===== src/rtl/owtr_pkg.sv =====
// Package: shared types and constants of the one-wire temperature reader.
`default_nettype none
package owtr_pkg;

	localparam int unsigned CODE_BYTES = 8;
	localparam int unsigned CODE_W     = 8 * CODE_BYTES;
	localparam int unsigned TICK_W     = 20;
	localparam int unsigned CFG_IDX_W  = 3;

	localparam logic [7:0] CMD_READ_ROM  = 8'h33;
	localparam logic [7:0] CMD_MATCH_ROM = 8'h55;
	localparam logic [7:0] CMD_SKIP_ROM  = 8'hcc;
	localparam logic [7:0] CMD_CONVERT   = 8'h44;
	localparam logic [7:0] CMD_READ_SP   = 8'hbe;
	localparam logic [7:0] CMD_SEARCH    = 8'hf0;

	localparam logic [15:0]     RST_LOW_DEF   = 16'd480;
	localparam logic [15:0]     PRES_WAIT_DEF = 16'd240;
	localparam logic [7:0]      SLOT_DEF      = 8'd60;
	localparam logic [TICK_W-1:0] CONV_DEF    = 20'd750000;

	typedef enum logic [CFG_IDX_W-1:0] {
		CFG_RESET_LOW  = 3'd0,
		CFG_PRES_WAIT  = 3'd1,
		CFG_SLOT       = 3'd2,
		CFG_CONV_WAIT  = 3'd3,
		CFG_ADDR_MODE  = 3'd4,
		CFG_ROM_CODE   = 3'd5
	} cfg_idx_t;

	typedef enum logic [3:0] {
		PH_IDLE      = 4'd0,
		PH_RST_LOW   = 4'd1,
		PH_RST_WAIT  = 4'd2,
		PH_W_SKIP1   = 4'd3,
		PH_W_CONVERT = 4'd4,
		PH_CONV_WAIT = 4'd5,
		PH_RST2_LOW  = 4'd6,
		PH_RST2_WAIT = 4'd7,
		PH_W_ADDR    = 4'd8,
		PH_W_CODE    = 4'd9,
		PH_W_READSP  = 4'd10,
		PH_R_LSB     = 4'd11,
		PH_R_MSB     = 4'd12,
		PH_W_READROM = 4'd13,
		PH_R_CODE    = 4'd14,
		PH_DONE      = 4'd15
	} phase_t;

	typedef struct packed {
		logic [15:0]       reset_low_ticks;
		logic [15:0]       presence_wait_ticks;
		logic [7:0]        slot_ticks;
		logic [TICK_W-1:0] convert_wait_ticks;
		logic              address_mode;
		logic [CODE_W-1:0] rom_code;
	} cfg_t;

	typedef struct packed {
		logic bus_level;
		logic start_req;
		logic func;
	} item_t;

	typedef struct packed {
		logic              drive_low;
		logic              busy_res;
		logic              done_res;
		logic              no_device;
		logic [CODE_W-1:0] result_value;
	} res_t;

endpackage
`default_nettype wire


===== src/rtl/owtr_cfg.sv =====
// Configuration register file of the one-wire temperature reader.
`default_nettype none
module owtr_cfg
	import owtr_pkg::*;
(
	input  wire logic                 clk,
	input  wire logic                 arst_n,
	input  wire logic                 cfg_we,
	input  wire logic [CFG_IDX_W-1:0] cfg_addr,
	input  wire logic [CODE_W-1:0]    cfg_wdata,
	output cfg_t                      cfg
);

	cfg_t cfg_q;

	always_ff @(posedge clk or negedge arst_n) begin
		if (!arst_n) begin
			cfg_q.reset_low_ticks     <= RST_LOW_DEF;
			cfg_q.presence_wait_ticks <= PRES_WAIT_DEF;
			cfg_q.slot_ticks          <= SLOT_DEF;
			cfg_q.convert_wait_ticks  <= CONV_DEF;
			cfg_q.address_mode        <= 1'b0;
			cfg_q.rom_code            <= '0;
		end else if (cfg_we) begin
			unique case (cfg_addr)
				CFG_RESET_LOW: cfg_q.reset_low_ticks     <= cfg_wdata[15:0];
				CFG_PRES_WAIT: cfg_q.presence_wait_ticks <= cfg_wdata[15:0];
				CFG_SLOT:      cfg_q.slot_ticks          <= cfg_wdata[7:0];
				CFG_CONV_WAIT: cfg_q.convert_wait_ticks  <= cfg_wdata[TICK_W-1:0];
				CFG_ADDR_MODE: cfg_q.address_mode        <= cfg_wdata[0];
				CFG_ROM_CODE:  cfg_q.rom_code            <= cfg_wdata;
				default: ;
			endcase
		end
	end

	assign cfg = cfg_q;

endmodule
`default_nettype wire


===== src/rtl/owtr_seq.sv =====
// Bus sequencer: phase state and per-tick next-state and result logic.
`default_nettype none
module owtr_seq
	import owtr_pkg::*;
(
	input  wire logic  clk,
	input  wire logic  arst_n,
	input  wire logic  step,
	input  wire item_t item,
	input  wire cfg_t  cfg,
	output res_t       res
);

	phase_t            phase_q, phase_n;
	logic [TICK_W-1:0] tick_q, tick_n;
	logic [2:0]        bit_q, bit_n;
	logic [3:0]        byte_q, byte_n;
	logic [7:0]        shift_q, shift_n;
	logic [7:0]        low_q, low_n;
	logic [CODE_W-1:0] code_q, code_n;
	logic              pres_q, pres_n;
	logic              op_q, op_n;
	logic              miss_q, miss_n;

	always_ff @(posedge clk or negedge arst_n) begin
		if (!arst_n) begin
			phase_q <= PH_IDLE;
			tick_q  <= '0;
			bit_q   <= '0;
			byte_q  <= '0;
			shift_q <= '0;
			low_q   <= '0;
			code_q  <= '0;
			pres_q  <= 1'b0;
			op_q    <= 1'b0;
			miss_q  <= 1'b0;
		end else if (step) begin
			phase_q <= phase_n;
			tick_q  <= tick_n;
			bit_q   <= bit_n;
			byte_q  <= byte_n;
			shift_q <= shift_n;
			low_q   <= low_n;
			code_q  <= code_n;
			pres_q  <= pres_n;
			op_q    <= op_n;
			miss_q  <= miss_n;
		end
	end

	always_comb begin
		logic [TICK_W:0]   tick_inc;
		logic [7:0]        slot;
		logic [15:0]       rst_len;
		logic [15:0]       pres_len;
		logic [TICK_W-1:0] conv_len;
		logic              wbit;
		logic              slot_end;
		logic              byte_end;
		logic              sample_at;
		logic [7:0]        rd_shift;
		logic [3:0]        byte_inc;

		phase_n = phase_q;
		tick_n  = tick_q;
		bit_n   = bit_q;
		byte_n  = byte_q;
		shift_n = shift_q;
		low_n   = low_q;
		code_n  = code_q;
		pres_n  = pres_q;
		op_n    = op_q;
		miss_n  = miss_q;
		res     = '0;
		res.busy_res = 1'b1;

		if (phase_q == PH_IDLE && item.start_req) begin
			op_n    = item.func;
			code_n  = '0;
			low_n   = '0;
			miss_n  = 1'b0;
			byte_n  = '0;
			pres_n  = 1'b0;
			phase_n = PH_RST_LOW;
			shift_n = '0;
			bit_n   = '0;
			tick_n  = '0;
		end

		slot      = (cfg.slot_ticks == '0) ? 8'd1 : cfg.slot_ticks;
		rst_len   = (cfg.reset_low_ticks == '0) ? 16'd1 : cfg.reset_low_ticks;
		pres_len  = (cfg.presence_wait_ticks == '0) ? 16'd1 : cfg.presence_wait_ticks;
		conv_len  = (cfg.convert_wait_ticks == '0) ? TICK_W'(1) : cfg.convert_wait_ticks;
		tick_inc  = {1'b0, tick_n} + 1'b1;
		wbit      = shift_n[bit_n];
		slot_end  = tick_inc >= {{(TICK_W-7){1'b0}}, slot};
		byte_end  = slot_end && (bit_n == 3'd7);
		sample_at = (slot >= 8'd2);
		rd_shift  = (tick_n == {{(TICK_W-1){1'b0}}, sample_at}) ?
			{item.bus_level, shift_n[7:1]} : shift_n;
		byte_inc  = byte_n + 4'd1;

		unique case (phase_n)
			PH_IDLE: begin
				res.busy_res = 1'b0;
			end
			PH_RST_LOW, PH_RST2_LOW: begin
				res.drive_low = 1'b1;
				if (tick_inc >= {{(TICK_W-15){1'b0}}, rst_len}) begin
					tick_n  = '0;
					pres_n  = 1'b0;
					phase_n = (phase_n == PH_RST_LOW) ? PH_RST_WAIT : PH_RST2_WAIT;
				end else begin
					tick_n = tick_inc[TICK_W-1:0];
				end
			end
			PH_RST_WAIT, PH_RST2_WAIT: begin
				if (!item.bus_level)
					pres_n = 1'b1;
				tick_n = tick_inc[TICK_W-1:0];
				if (tick_inc >= {{(TICK_W-15){1'b0}}, pres_len}) begin
					bit_n  = '0;
					tick_n = '0;
					if (phase_n == PH_RST2_WAIT) begin
						phase_n = PH_W_ADDR;
						shift_n = cfg.address_mode ? CMD_MATCH_ROM : CMD_SKIP_ROM;
					end else if (!op_n) begin
						phase_n = PH_W_SKIP1;
						shift_n = CMD_SKIP_ROM;
					end else if (!pres_n) begin
						miss_n  = 1'b1;
						code_n  = '0;
						phase_n = PH_DONE;
						shift_n = '0;
					end else begin
						byte_n  = '0;
						phase_n = PH_W_READROM;
						shift_n = CMD_READ_ROM;
					end
				end
			end
			PH_W_SKIP1, PH_W_CONVERT, PH_W_ADDR, PH_W_CODE, PH_W_READSP,
			PH_W_READROM: begin
				res.drive_low = (tick_n == '0) ||
					(!wbit && tick_inc < {{(TICK_W-7){1'b0}}, slot});
				if (slot_end) begin
					tick_n = '0;
					bit_n  = bit_n + 3'd1;
				end else begin
					tick_n = tick_inc[TICK_W-1:0];
				end
				if (byte_end) begin
					bit_n = '0;
					case (phase_n)
						PH_W_SKIP1: begin
							phase_n = PH_W_CONVERT;
							shift_n = CMD_CONVERT;
						end
						PH_W_CONVERT: begin
							phase_n = PH_CONV_WAIT;
							shift_n = '0;
						end
						PH_W_ADDR: begin
							if (shift_n == CMD_MATCH_ROM) begin
								byte_n  = '0;
								phase_n = PH_W_CODE;
								shift_n = cfg.rom_code[7:0];
							end else begin
								phase_n = PH_W_READSP;
								shift_n = CMD_READ_SP;
							end
						end
						PH_W_CODE: begin
							byte_n = byte_inc;
							if (byte_inc < 4'(CODE_BYTES)) begin
								shift_n = cfg.rom_code[{byte_inc[2:0], 3'b000} +: 8];
							end else begin
								phase_n = PH_W_READSP;
								shift_n = CMD_READ_SP;
							end
						end
						PH_W_READSP: begin
							phase_n = PH_R_LSB;
							shift_n = '0;
						end
						default: begin
							byte_n  = '0;
							phase_n = PH_R_CODE;
							shift_n = '0;
						end
					endcase
				end
			end
			PH_CONV_WAIT: begin
				if (tick_inc >= {1'b0, conv_len}) begin
					phase_n = PH_RST2_LOW;
					tick_n  = '0;
					bit_n   = '0;
					shift_n = '0;
				end else begin
					tick_n = tick_inc[TICK_W-1:0];
				end
			end
			PH_R_LSB, PH_R_MSB, PH_R_CODE: begin
				res.drive_low = (tick_n == '0);
				shift_n = rd_shift;
				if (slot_end) begin
					tick_n = '0;
					bit_n  = bit_n + 3'd1;
				end else begin
					tick_n = tick_inc[TICK_W-1:0];
				end
				if (byte_end) begin
					bit_n = '0;
					case (phase_n)
						PH_R_LSB: begin
							low_n   = rd_shift;
							phase_n = PH_R_MSB;
						end
						PH_R_MSB: begin
							code_n  = {{(CODE_W-8){1'b0}},
								{rd_shift[3:0], 4'b0000} + {4'b0000, low_n[7:4]}};
							phase_n = PH_DONE;
						end
						default: begin
							code_n[{byte_n[2:0], 3'b000} +: 8] =
								code_n[{byte_n[2:0], 3'b000} +: 8] | rd_shift;
							byte_n = byte_inc;
							if (byte_inc >= 4'(CODE_BYTES))
								phase_n = PH_DONE;
						end
					endcase
					shift_n = '0;
				end
			end
			PH_DONE: begin
				res.busy_res     = 1'b0;
				res.done_res     = 1'b1;
				res.no_device    = miss_n;
				res.result_value = miss_n ? '0 : code_n;
				phase_n          = PH_IDLE;
			end
			default: begin
				res.busy_res = 1'b0;
				phase_n      = PH_IDLE;
			end
		endcase
	end

endmodule
`default_nettype wire


===== src/rtl/one_wire_temperature_reader.sv =====
// Top level of the one-wire temperature reader: input stage, sequencer, result stage.
`default_nettype none
// One-wire bus master for a temperature sensor. Each input transaction is one
// bus tick (sampled line level plus an optional start request) and yields
// exactly one result transaction with the line drive and status for that tick.
// Sustained rate is one tick per clock when out_ready does not stall; a tick
// passes the input register, then the result register, the sequencer state
// advancing as it moves across. Slot, reset and conversion timings are in ticks,
// set by the user through the register write port only while idle; not enforced.
// A temperature read returns (msb << 4) + (lsb >> 4) mod 256 in bits 7..0 of
// result_value; a device-code read returns the 64-bit code, or no_device with a
// zero value when no presence pulse was seen.
module one_wire_temperature_reader
	import owtr_pkg::*;
(
	input  wire logic                 clk,
	input  wire logic                 arst_n,
	input  wire logic                 in_valid,
	output      logic                 in_ready,
	input  wire logic                 bus_level,
	input  wire logic                 start_req,
	input  wire logic                 func,
	output      logic                 out_valid,
	input  wire logic                 out_ready,
	output      logic                 drive_low,
	output      logic                 busy_res,
	output      logic                 done_res,
	output      logic                 no_device,
	output      logic [CODE_W-1:0]    result_value,
	input  wire logic                 cfg_we,
	input  wire logic [CFG_IDX_W-1:0] cfg_addr,
	input  wire logic [CODE_W-1:0]    cfg_wdata
);

	cfg_t  cfg;
	item_t item_s1;
	logic  valid_s1;
	res_t  res;
	res_t  res_s2;
	logic  valid_s2;
	logic  advance;

	assign advance  = valid_s1 && (!valid_s2 || out_ready);
	assign in_ready = !valid_s1 || advance;

	always_ff @(posedge clk or negedge arst_n) begin
		if (!arst_n) begin
			valid_s1 <= 1'b0;
		end else if (in_ready) begin
			valid_s1 <= in_valid;
		end
	end

	always_ff @(posedge clk) begin
		if (in_valid && in_ready) begin
			item_s1 <= '{bus_level: bus_level, start_req: start_req, func: func};
		end
	end

	owtr_cfg u_cfg (
		.clk       (clk),
		.arst_n    (arst_n),
		.cfg_we    (cfg_we),
		.cfg_addr  (cfg_addr),
		.cfg_wdata (cfg_wdata),
		.cfg       (cfg)
	);

	owtr_seq u_seq (
		.clk    (clk),
		.arst_n (arst_n),
		.step   (advance),
		.item   (item_s1),
		.cfg    (cfg),
		.res    (res)
	);

	always_ff @(posedge clk or negedge arst_n) begin
		if (!arst_n) begin
			valid_s2 <= 1'b0;
		end else if (advance) begin
			valid_s2 <= 1'b1;
		end else if (out_ready) begin
			valid_s2 <= 1'b0;
		end
	end

	always_ff @(posedge clk) begin
		if (advance) begin
			res_s2 <= res;
		end
	end

	assign out_valid    = valid_s2;
	assign drive_low    = res_s2.drive_low;
	assign busy_res     = res_s2.busy_res;
	assign done_res     = res_s2.done_res;
	assign no_device    = res_s2.no_device;
	assign result_value = res_s2.result_value;

endmodule
`default_nettype wire


===== config.mk =====
export PLATFORM = sky130hd
export DESIGN_NAME = one_wire_temperature_reader
export DESIGN_NICKNAME = d
export VERILOG_FILES = /design/src/rtl/owtr_pkg.sv /design/src/rtl/owtr_cfg.sv /design/src/rtl/owtr_seq.sv /design/src/rtl/one_wire_temperature_reader.sv
export SDC_FILE = /design/constraint.sdc
export NUM_CORES = 1
export LEC_CHECK = 0
export ABC_AREA = 0
export ABC_CLOCK_PERIOD_IN_PS = 5900
export BUFFER_PORTS_ARGS = -buffer_cell sky130_fd_sc_hd__buf_2
export CAP_MARGIN = 20
export CORE_UTILIZATION = 40
export CTS_CLUSTER_DIAMETER = 60
export DETAILED_ROUTE_END_ITERATION = 8
export GPL_ROUTABILITY_DRIVEN = 0
export PLACE_DENSITY = 0.64
export SLEW_MARGIN = 20
export SYNTH_ARGS = -nofsm -noshare
export SYNTH_HDL_FRONTEND = slang
export SYNTH_SLANG_ARGS = --single-unit

===== constraint.sdc =====
create_clock -name clk -period 5.9 [get_ports clk]
set_input_delay 0.59 -clock clk [delete_from_list [all_inputs] [get_ports clk]]
set_output_delay 0.59 -clock clk [all_outputs]
set_load 0.005 [all_outputs]

== After elaboration in Yosys (flattened, before gate mapping) ==
Index checks and enable logic that the tools add are counted.
Cells by class
  multiplexer cells: 90
  add/sub/neg operators: 5
  magnitude comparators: 9
  reductions and logical operators: 35
  shifts and indexed selects: 4
  bitwise gates (word level): 2
  equality and inequality tests: 23
Operators with widths (count)
  two-way mux 64 bit: 7
  case mux 64 bit (2 select lines): 2
  two-way mux 8 bit: 16
  indexed part select 64 x 7 -> 8 bit: 2
  two-way mux 20 bit: 6
  case mux 20 bit (4 select lines): 1
  two-way mux 4 bit: 19
  two-way mux 66 bit: 1
  bitwise mux 64 bit: 1
  variable shift 8 x 8 -> 64 bit (first input constant): 1
  indexed part select 8 x 8 -> 64 bit: 1
  >= comparator 21 x 16 -> 1 bit: 2
  logical NOT 20 bit: 2
  == test 4 bit (second input constant): 8
  logical NOT 16 bit: 2
  two-way mux 16 bit: 2
  case mux 8 bit (4 select lines): 1
  case mux 4 bit (3 select lines): 2
  case mux 4 bit (6 select lines): 1
  case mux 8 bit (3 select lines): 1
  adder 20 x 1 -> 21 bit (second input constant): 1
  >= comparator 21 x 20 -> 1 bit: 1
  >= comparator 21 x 8 -> 1 bit: 1
  less-than comparator 21 x 8 -> 1 bit: 1
  other kinds (40): 86
Storage, ports and cells
  register bits: 312
  logic and storage cells: 194
  output and inout bits: 70
  input port bits: 75

== Longest topological paths before layout ==
Gate-level depths: netlist of the first run.
  depth in word-level cells: 11
  mapped depth: 28
  gate-level depth less buffers: 20

== Hierarchy ==
Synthesis of the first run repeated with hierarchy kept, for this count alone.
Second synthesis, totals
  cells, all modules: 1564
  area, all modules: 17480.5 um^2
By module, submodules not included
  owtr_seq: cells each 1216, times used 1, area each 10492.6 um^2, seq. area each 2752.6 um^2
  owtr_cfg: cells each 269, times used 1, area each 4752.1 um^2, seq. area each 3155.5 um^2
  one_wire_temperature_reader: cells each 79, times used 1, area each 2235.9 um^2, seq. area each 2182.1 um^2

== Least setup slack after synthesis of the first run ==
No wires, ideal clock.
  path kind: register -> register
  start: register u_seq.phase_q[1]
  end: register u_seq.shift_q[2]
  path buffers: 7
  data required time: 5.762 ns
  stages on the path, launching flop included: 27
  data arrival time: 5.592 ns
  clock period less this slack: 5.730 ns
  setup slack: 0.170 ns
  cells stage by stage: dfrtp_1 -> clkbuf_1 -> nor4_4 -> nand2_1 -> buf_2 -> clkbuf_1 -> clkbuf_1 -> clkbuf_1 -> nand2_1 -> inv_1 -> ha_1 -> and4_1 -> nand2_2 -> clkbuf_1 -> or3_1 -> a21oi_1 -> ha_1 -> a211oi_1 -> o21ai_0 -> a211oi_1 -> o211ai_1 -> nor4_2 -> buf_2 -> o21ai_0 -> a211oi_1 -> a2bb2oi_1 -> a31oi_1
On the way
  word-level cells in the longest chain between the ends: 9
RTL lines
  from (decl): RTL line owtr_seq.sv:14  | phase_t phase_q, phase_n;
  from (signal assigned): RTL line owtr_seq.sv:38  | phase_q <= phase_n;
  parallel branches: the longest is 8 deep, another holds adder 20 x 1 -> 21 bit
  case mux 8 bit (4 select lines) *: RTL line owtr_seq.sv:103  | unique case (phase_n)
  to (signal assigned): RTL line owtr_seq.sv:42  | shift_q <= shift_n;
  to (decl): RTL line owtr_seq.sv:18  | logic [7:0] shift_q, shift_n;
Mark *: on every way between the ends.
A chain may end at the register's enable or synchronous reset.

== Final worst setup path of the first run ==
  start: register u_seq.phase_q[3]
  end: register u_seq.tick_q[1]
On the way
  word-level cells in the longest chain between the ends: 7
RTL lines
  logical NOT 4 bit: RTL line owtr_seq.sv:77  | if (phase_q == PH_IDLE && item.start_req) begin
  logical AND 1 bit: RTL line owtr_seq.sv:77
  two-way mux 20 bit: RTL line owtr_seq.sv:77
  adder 20 x 1 -> 21 bit: RTL line owtr_seq.sv:94  | tick_inc = {1'b0, tick_n} + 1'b1;
  >= comparator 21 x 8 -> 1 bit (tied with other cells): RTL line owtr_seq.sv:96  | slot_end = tick_inc >= {{(TICK_W-7){1'b0}}, slot};
  two-way mux 20 bit, on equally long branches
  case mux 20 bit (4 select lines) *: RTL line owtr_seq.sv:103
  to (signal assigned): RTL line owtr_seq.sv:39  | tick_q <= tick_n;
  to (decl): RTL line owtr_seq.sv:15  | logic [TICK_W-1:0] tick_q, tick_n;
Every way passes the cells marked *; elsewhere a longest branch is shown, timed or not.

==> impl_metrics.tcl, run 1 <==
set metrics [dict create \
    status "finished clean" \
    syn_area_per_cell_um2 10.7 \
    clock_latency_ps 550 \
    grt_overflow 0 \
    async_flop_share_pct 76.9 \
    ys_warn_count 0 \
    slew-limit-headroom_pct 29.2 \
    yosysTopAreaCell "dfrtp_1" \
    synth_seq_cells 308 \
    wl_met2_mm 22.1 \
    root_buffer "clkbuf_16" \
    die-area_um2 44100 \
    slew_viol_final 0 \
    dpl.hpwl_mm 36.2 \
    viasPerCell 5.93 \
    post-route-drc-count 0 \
    die_w_um 210 \
    min_period_over_period_pct 93.2 \
    rows 75 \
    cts_tree "built" \
    period_minus_slack_ps 5500 \
    synth_cell_type_count 98 \
    synth_flop_cell "dfrtp_1" \
    yosysTopAreaCellShare_pct 31.1 \
    firstDrtPassIters 6 \
    insertedDiodeCount 0 \
    critPathRequiredTime_ps 6380 \
    finalHoldViolCount 0 \
    seqCellArea_um2 8090 \
    cap_violations 0 \
    synth_edf_count 71 \
    synth_area_leaders "dfrtp_1 31%, edfxtp_1 12%, mux2_2 6.0%" \
    syn_nets 1767 \
    chipHeight_um 210 \
    hold_path.class "input pin to async pin" \
    grt_setup_unrepaired "no" \
    crit_type "flip-flop to flip-flop" \
    top_layer_used "met4" \
    post_cts_resized 0 \
    cts-hold-fix-buffers 0 \
    cts.sinks 308 \
    initialDrtViolationCount 1156 \
    cts_setup_buffers 0 \
    grt_max_degree 104 \
    numCtsBuffers 37 \
    whs_ps 57.2 \
    setup-violations-final 0 \
    drt-total-wl_mm 49.9 \
    h-tree-depth 2 \
    nFillCells 3967 \
    grt_pass1_vias 13700 \
    path_max_fanout 17 \
    clk_pin_slew_ps 60 \
    slowest_stage "nor4_1" \
    route.met3.wl_mm 3.49 \
    antenna_found_initial 0 \
    start_util_pct 40.9 \
    core_um2 42300 \
    seq_area_frac_synth_pct 46.7 \
    multi_input_area_um2 8610 \
    final_layout_size_suffix_gt1_share_pct 23.5 \
    cp-end-kind "flip-flop" \
    vias 14000 \
    met1_length_mm 22.5 \
    critPathArrivalTime_ps 5980 \
    ios 145 \
    path_cells "nor4_4 -> nand2_1 -> nand2_1 -> inv_1 -> ha_1 -> and4_1 -> nand2_2 -> nor2_1 -> xnor2_1 -> nor2_1 -> ha_1 -> a21o_1 -> a21o_1 -> a221oi_1 -> a211oi_1 -> nor4_1 -> a21oi_2 -> o211ai_4 -> and2_1 -> a22o_1" \
    area_growth_pct 14.9 \
    track_usage_pct 23.0 \
    numPortBuffers 144 \
    peakVddDrop_mv 0.205 \
    startpoint_type "flip-flop" \
    p_leak_nw 8.60 \
    grt_pass1_wl_mm 79.6 \
    layout.nets 1897 \
    power_density_nw_per_um2 322 \
    wl_per_cell_um 21.2 \
    tns_ps 0 \
    slowest_delay_ps 630 \
    clk_path_buf_depth 3 \
    synth_area_um2 17300 \
    worst_pin_slew_ps 1060 \
    fmax_mhz 182 \
    postRouteAntennaNets 0 \
    clock_skew_ps 14.6 \
    syn_inst 1622 \
]
## layer usage
layer / vias to the layer above / GRT usage, %
met5: - / 0
met4: 0 / 8.13
met3: 130 / 3.80
met2: 645 / 35.0
met1: 6878 / 33.0
li1: 6329 / -
## state kept, by name, summed over array words and instances (netlist names), 3 cells and up
name           cells
item_s1            3
result_value      64
u_cfg.cfg        125
u_seq.bit_q        3
u_seq.byte_q       4
u_seq.code_q      64
u_seq.low_q        4
u_seq.phase_q      4
u_seq.shift_q      8
u_seq.tick_q      20
## worst max-delay path: cells and delay by family (launching register included)
| kind | cells | cell delay (ps) |
|---|---|---|
| XOR/XNOR | 1 | 140 |
| buffers and inverters | 1 | 70 |
| AO/OA/AOI/OAI | 7 | 1420 |
| adder cells (fa/ha/maj) | 2 | 600 |
| flip-flops | 1 | 400 |
| AND/OR/NAND/NOR | 9 | 2790 |
## cell type report
type,count,share of cell area [%]
Multi-Input combinational cell,1157,43.3
Sequential cell,308,40.7
Clock buffer,46,4.88
Timing Repair Buffer,168,4.72
Tap cell,577,3.63
Inverter,80,1.52
Clock inverter,22,1.27
## power by group
group / internal (mW) / switching, mW / leakage, nW
sequential: 2.46 / 0.206 / 3.72
combinational: 0.569 / 0.856 / 4.29
clock: 1.36 / 0.952 / 0.590
total: 4.40 / 2.01 / 8.60
## cells by family (layout without fill, tap and decap cells)
logic type      Yosys count  count (layout)  synth area share [%]
simple gates            506             506                  15.6
compound gates          427             427                  17.7
flops                   308             308                  46.7
buf+inv                 157             316                  3.66
mux                     138             138                  10.5
fa+ha+maj                70              70                  5.06
xor+xnor                 16              16                 0.810
## cell usage in the layout (no fill, tap or decap), types with 8 or more instances in the layout
cell type,netlist,final
a22o_1,77,77
nand3_1,26,26
nor3_1,54,52
a21oi_1,61,61
o21a_1,13,13
a21o_1,13,13
a31oi_1,21,21
dfrtp_1,215,214
nor2_1,88,88
o22ai_1,12,12
nand2b_1,16,16
nor4_1,21,21
and2_1,72,72
buf_2,12,143
buf_4,1,22
and3_1,9,9
nand2_1,139,139
o31ai_1,9,9
mux4_2,25,25
mux2i_1,21,21
o21ai_0,110,110
clkbuf_1,53,8
edfxtp_1,71,71
ha_1,70,70
a211oi_1,18,18
clkbuf_16,0,37
inv_1,79,78
o211ai_1,14,14
nand4_1,17,17
mux2_2,92,92
dfstp_2,22,22
xnor2_1,10,10
nor2b_1,11,11
## synth_stat cells (all sizes together) (7+ instances only)
cell	number
dfstp	22
ha	70
o211ai	17
nand2	140
a22oi	7
a21oi	64
nand4	20
o21ai	120
clkbuf	53
nor4	23
dfrtp	215
nor3	62
nand3	29
nor2b	11
and2	73
mux4	25
mux2	92
a21o	13
buf	24
nand2b	16
a211oi	19
and3	9
o21a	13
o22ai	12
xnor2	10
o311ai	8
nor2	90
or4	7
a31oi	23
or3	7
edfxtp	71
inv	79
a22o	77
mux2i	21
o31ai	12
## worst paths after layout
check | cells after the start | start | slack (ps) | endpoint
setup / recovery | 20 | u_seq.phase_q[3]$_DFFE_PN0P_ | 400 | u_seq.tick_q[1]$_DFFE_PN0P_
hold / removal | 1 | arst_n | 60 | u_cfg.cfg[113]$_DFFE_PN0P_
setup reg to reg | 20 | u_seq.phase_q[3]$_DFFE_PN0P_ | 400 | u_seq.tick_q[1]$_DFFE_PN0P_
hold reg to reg | 1 | valid_s1$_DFFE_PN0N_ | 500 | out_valid$_DFFE_PN0P_
max in group asynchronous | 2 | arst_n | 4260 | u_cfg.cfg[4]$_DFFE_PN0P_
min in group clk | 1 | bus_level | 220 | item_s1[2]$_DFFE_PP_
## stage by stage
| step | power (mW) | setup WS (ps) | instance area [µm²] | cells | utilization (%) |
|---|---|---|---|---|---|
| final | 6.41 | 404 | 19900 | 2358 | 47.0 |
| after global routing | 6.71 | 56.8 | 19900 | 2358 | 47.0 |
| after CTS | 6.45 | 499 | 19900 | 2357 | 46.9 |
| after detailed placement | 4.11 | 499 | 18600 | 2289 | 44.0 |
| after global placement | 4.06 | 690 | 18600 | 2288 | 44.0 |
| after floorplan | 3.60 | 170 | 17300 | 1622 | - |
No activity file was read; power rests on OpenSTA's default activity.
==> run 2: changes to the inputs <==
--- a/config.mk
+++ b/config.mk
@@ -6,14 +6,13 @@
 export NUM_CORES = 1
 export LEC_CHECK = 0
 export ABC_AREA = 0
-export ABC_CLOCK_PERIOD_IN_PS = 5900
+export ABC_CLOCK_PERIOD_IN_PS = 6100
 export BUFFER_PORTS_ARGS = -buffer_cell sky130_fd_sc_hd__buf_2
-export CAP_MARGIN = 20
 export CORE_UTILIZATION = 40
 export CTS_CLUSTER_DIAMETER = 60
 export DETAILED_ROUTE_END_ITERATION = 8
 export GPL_ROUTABILITY_DRIVEN = 0
-export PLACE_DENSITY = 0.64
+export PLACE_DENSITY = 0.62
 export SLEW_MARGIN = 20
 export SYNTH_ARGS = -nofsm -noshare
 export SYNTH_HDL_FRONTEND = slang
==> constraint.sdc (replaced) <==
create_clock -name clk -period 6.1 [get_ports clk]
set_input_delay 0.61 -clock clk [delete_from_list [all_inputs] [get_ports clk]]
set_output_delay 0.61 -clock clk [all_outputs]
set_load 0.005 [all_outputs]
==> impl_metrics.tcl, run 2 (synthesized netlist as in run 1, its figures left out) <==
set metrics [dict create \
    post-route-drc-count 0 \
    final_area_um2 20100 \
    crit_type "flip-flop to flip-flop" \
    insertedDiodeCount 0 \
    status "finished clean" \
    cap_violations 0 \
    viasPerCell 5.86 \
    initialDrtViolationCount 1222 \
    cts_tree "built" \
    clk_pin_slew_ps 60 \
    grt_max_degree 128 \
    worst_pin_slew_ps 984 \
    peakVddDrop_mv 0.284 \
    setup-violations-final 0 \
    place_area_um2 18600 \
    critPathRequiredTime_ps 6580 \
    grt_pass1_wl_mm 79.3 \
    numPortBuffers 144 \
    clock_skew_ps 16.5 \
    post_cts_resized 0 \
    dpl.hpwl_mm 36.3 \
    startpoint_type "flip-flop" \
    layout.nets 1897 \
    tns_ps 0 \
    grt_pass1_vias 13500 \
    rows 75 \
    drt-total-wl_mm 50.1 \
    slew-limit-headroom_pct 34.1 \
    root_buffer "clkbuf_16" \
    slew_viol_final 0 \
    critPathArrivalTime_ps 6110 \
    numCtsBuffers 39 \
    grt_setup_unrepaired "no" \
    period_minus_slack_ps 5630 \
    ios 145 \
    core_um2 42300 \
    power_mw 6.48 \
    postRouteAntennaNets 0 \
    layout_common_cells "214 x dfrtp_1, 143 x buf_2, 139 x nand2_1, 110 x o21ai_0, 92 x mux2_2" \
    cts.sinks 308 \
    final_common_cell "dfrtp_1" \
    setup_slack_ps 474 \
    finish.utilization_pct 47.4 \
    start_util_pct 40.9 \
    vias 13800 \
    antenna_found_initial 1 \
    cts-hold-fix-buffers 0 \
    clk_path_buf_depth 3 \
    track_usage_pct 23.0 \
    final_layout_size_suffix_gt1_share_pct 23.9 \
    path_max_fanout 17 \
    min_period_over_period_pct 92.2 \
    finalHoldViolCount 0 \
    wl_per_cell_um 21.2 \
    p_leak_nw 8.69 \
    cts_setup_buffers 0 \
    cp-end-kind "flip-flop" \
    die_w_um 210 \
    die-area_um2 44100 \
    power_density_nw_per_um2 323 \
    clock_latency_ps 560 \
    post-place-ws_ps 584 \
    hold_path.class "input pin to async pin" \
    largest_reg_flops 125 \
    fmax_mhz 178 \
    h-tree-depth 2 \
    chipHeight_um 210 \
    firstDrtPassIters 6 \
    area_growth_pct 16.0 \
    grt_overflow 0 \
]
[run 2: area by class of cell]
class / count / area (µm²)
flip-flops and latches: 308 / 8090
well taps: 577 / 722
multi-input cells: 1157 / 8610
fillers: 3918 / 22200
inverters: 80 / 302
clock buffers: 50 / 1120
repair buffers: 166 / 932
clock inverters: 22 / 305
[run 2: through the flow]
stage	instances	hold WS [ps]
2_1_floorplan	1622	314
3_3_place_gp	2286	474
3_5_place_dp	2286	490
4_1_cts	2358	213
5_1_grt	2360	229
6_report	2360	158
[run 2: worst max-delay path, stage by stage, from the launching register on]
cell       delay [ps]
dfrtp_1           410
nor4_4            320
nand2_1           180
nand2_1           130
inv_1              40
buf_4             160
ha_1              300
and4_1            250
nand2_2           300
o21ai_0           150
a21oi_1           370
ha_1              330
a21o_1            180
a21o_1            160
a2111oi_0         420
o211ai_1          160
nor4_1            540
a21oi_2           160
o211ai_4          210
and2_1            540
a22o_1            240
[run 2: worst paths after layout]
kind / cells past startpoint / startpoint / to / slack [ps]
worst min register to register: 1 / valid_s1$_DFFE_PN0N_ / out_valid$_DFFE_PN0P_ / 500
worst max-delay path: 20 / u_seq.phase_q[3]$_DFFE_PN0P_ / u_seq.tick_q[14]$_DFFE_PN0P_ / 470
min in group clk: 1 / bus_level / item_s1[2]$_DFFE_PP_ / 250
max in group asynchronous: 2 / arst_n / u_seq.byte_q[0]$_DFFE_PN0P_ / 4660
worst max register to register: 20 / u_seq.phase_q[3]$_DFFE_PN0P_ / u_seq.tick_q[14]$_DFFE_PN0P_ / 470
worst min-delay path: 1 / arst_n / u_cfg.cfg[111]$_DFFE_PN0P_ / 160
[run 2: power by group]
group	internal (mW)	switching (mW)
clock network	1.57	0.948
logic	0.552	0.824
registers	2.38	0.200
[run 2: per-layer routing]
| metal | global-route usage (%) | part of all wire, % | wire length (µm) | vias to the layer above |
|---|---|---|---|---|
| li1 | - | - | - | 6323 |
| met2 | 35.2 | 45 | 22500 | 568 |
| met3 | 4.31 | 7.0 | 3530 | 92 |
| met5 | 0 | 0.024 | 12 | - |
| met4 | 7.12 | 2.6 | 1290 | 2 |
| met1 | 33.1 | 45 | 22800 | 6848 |
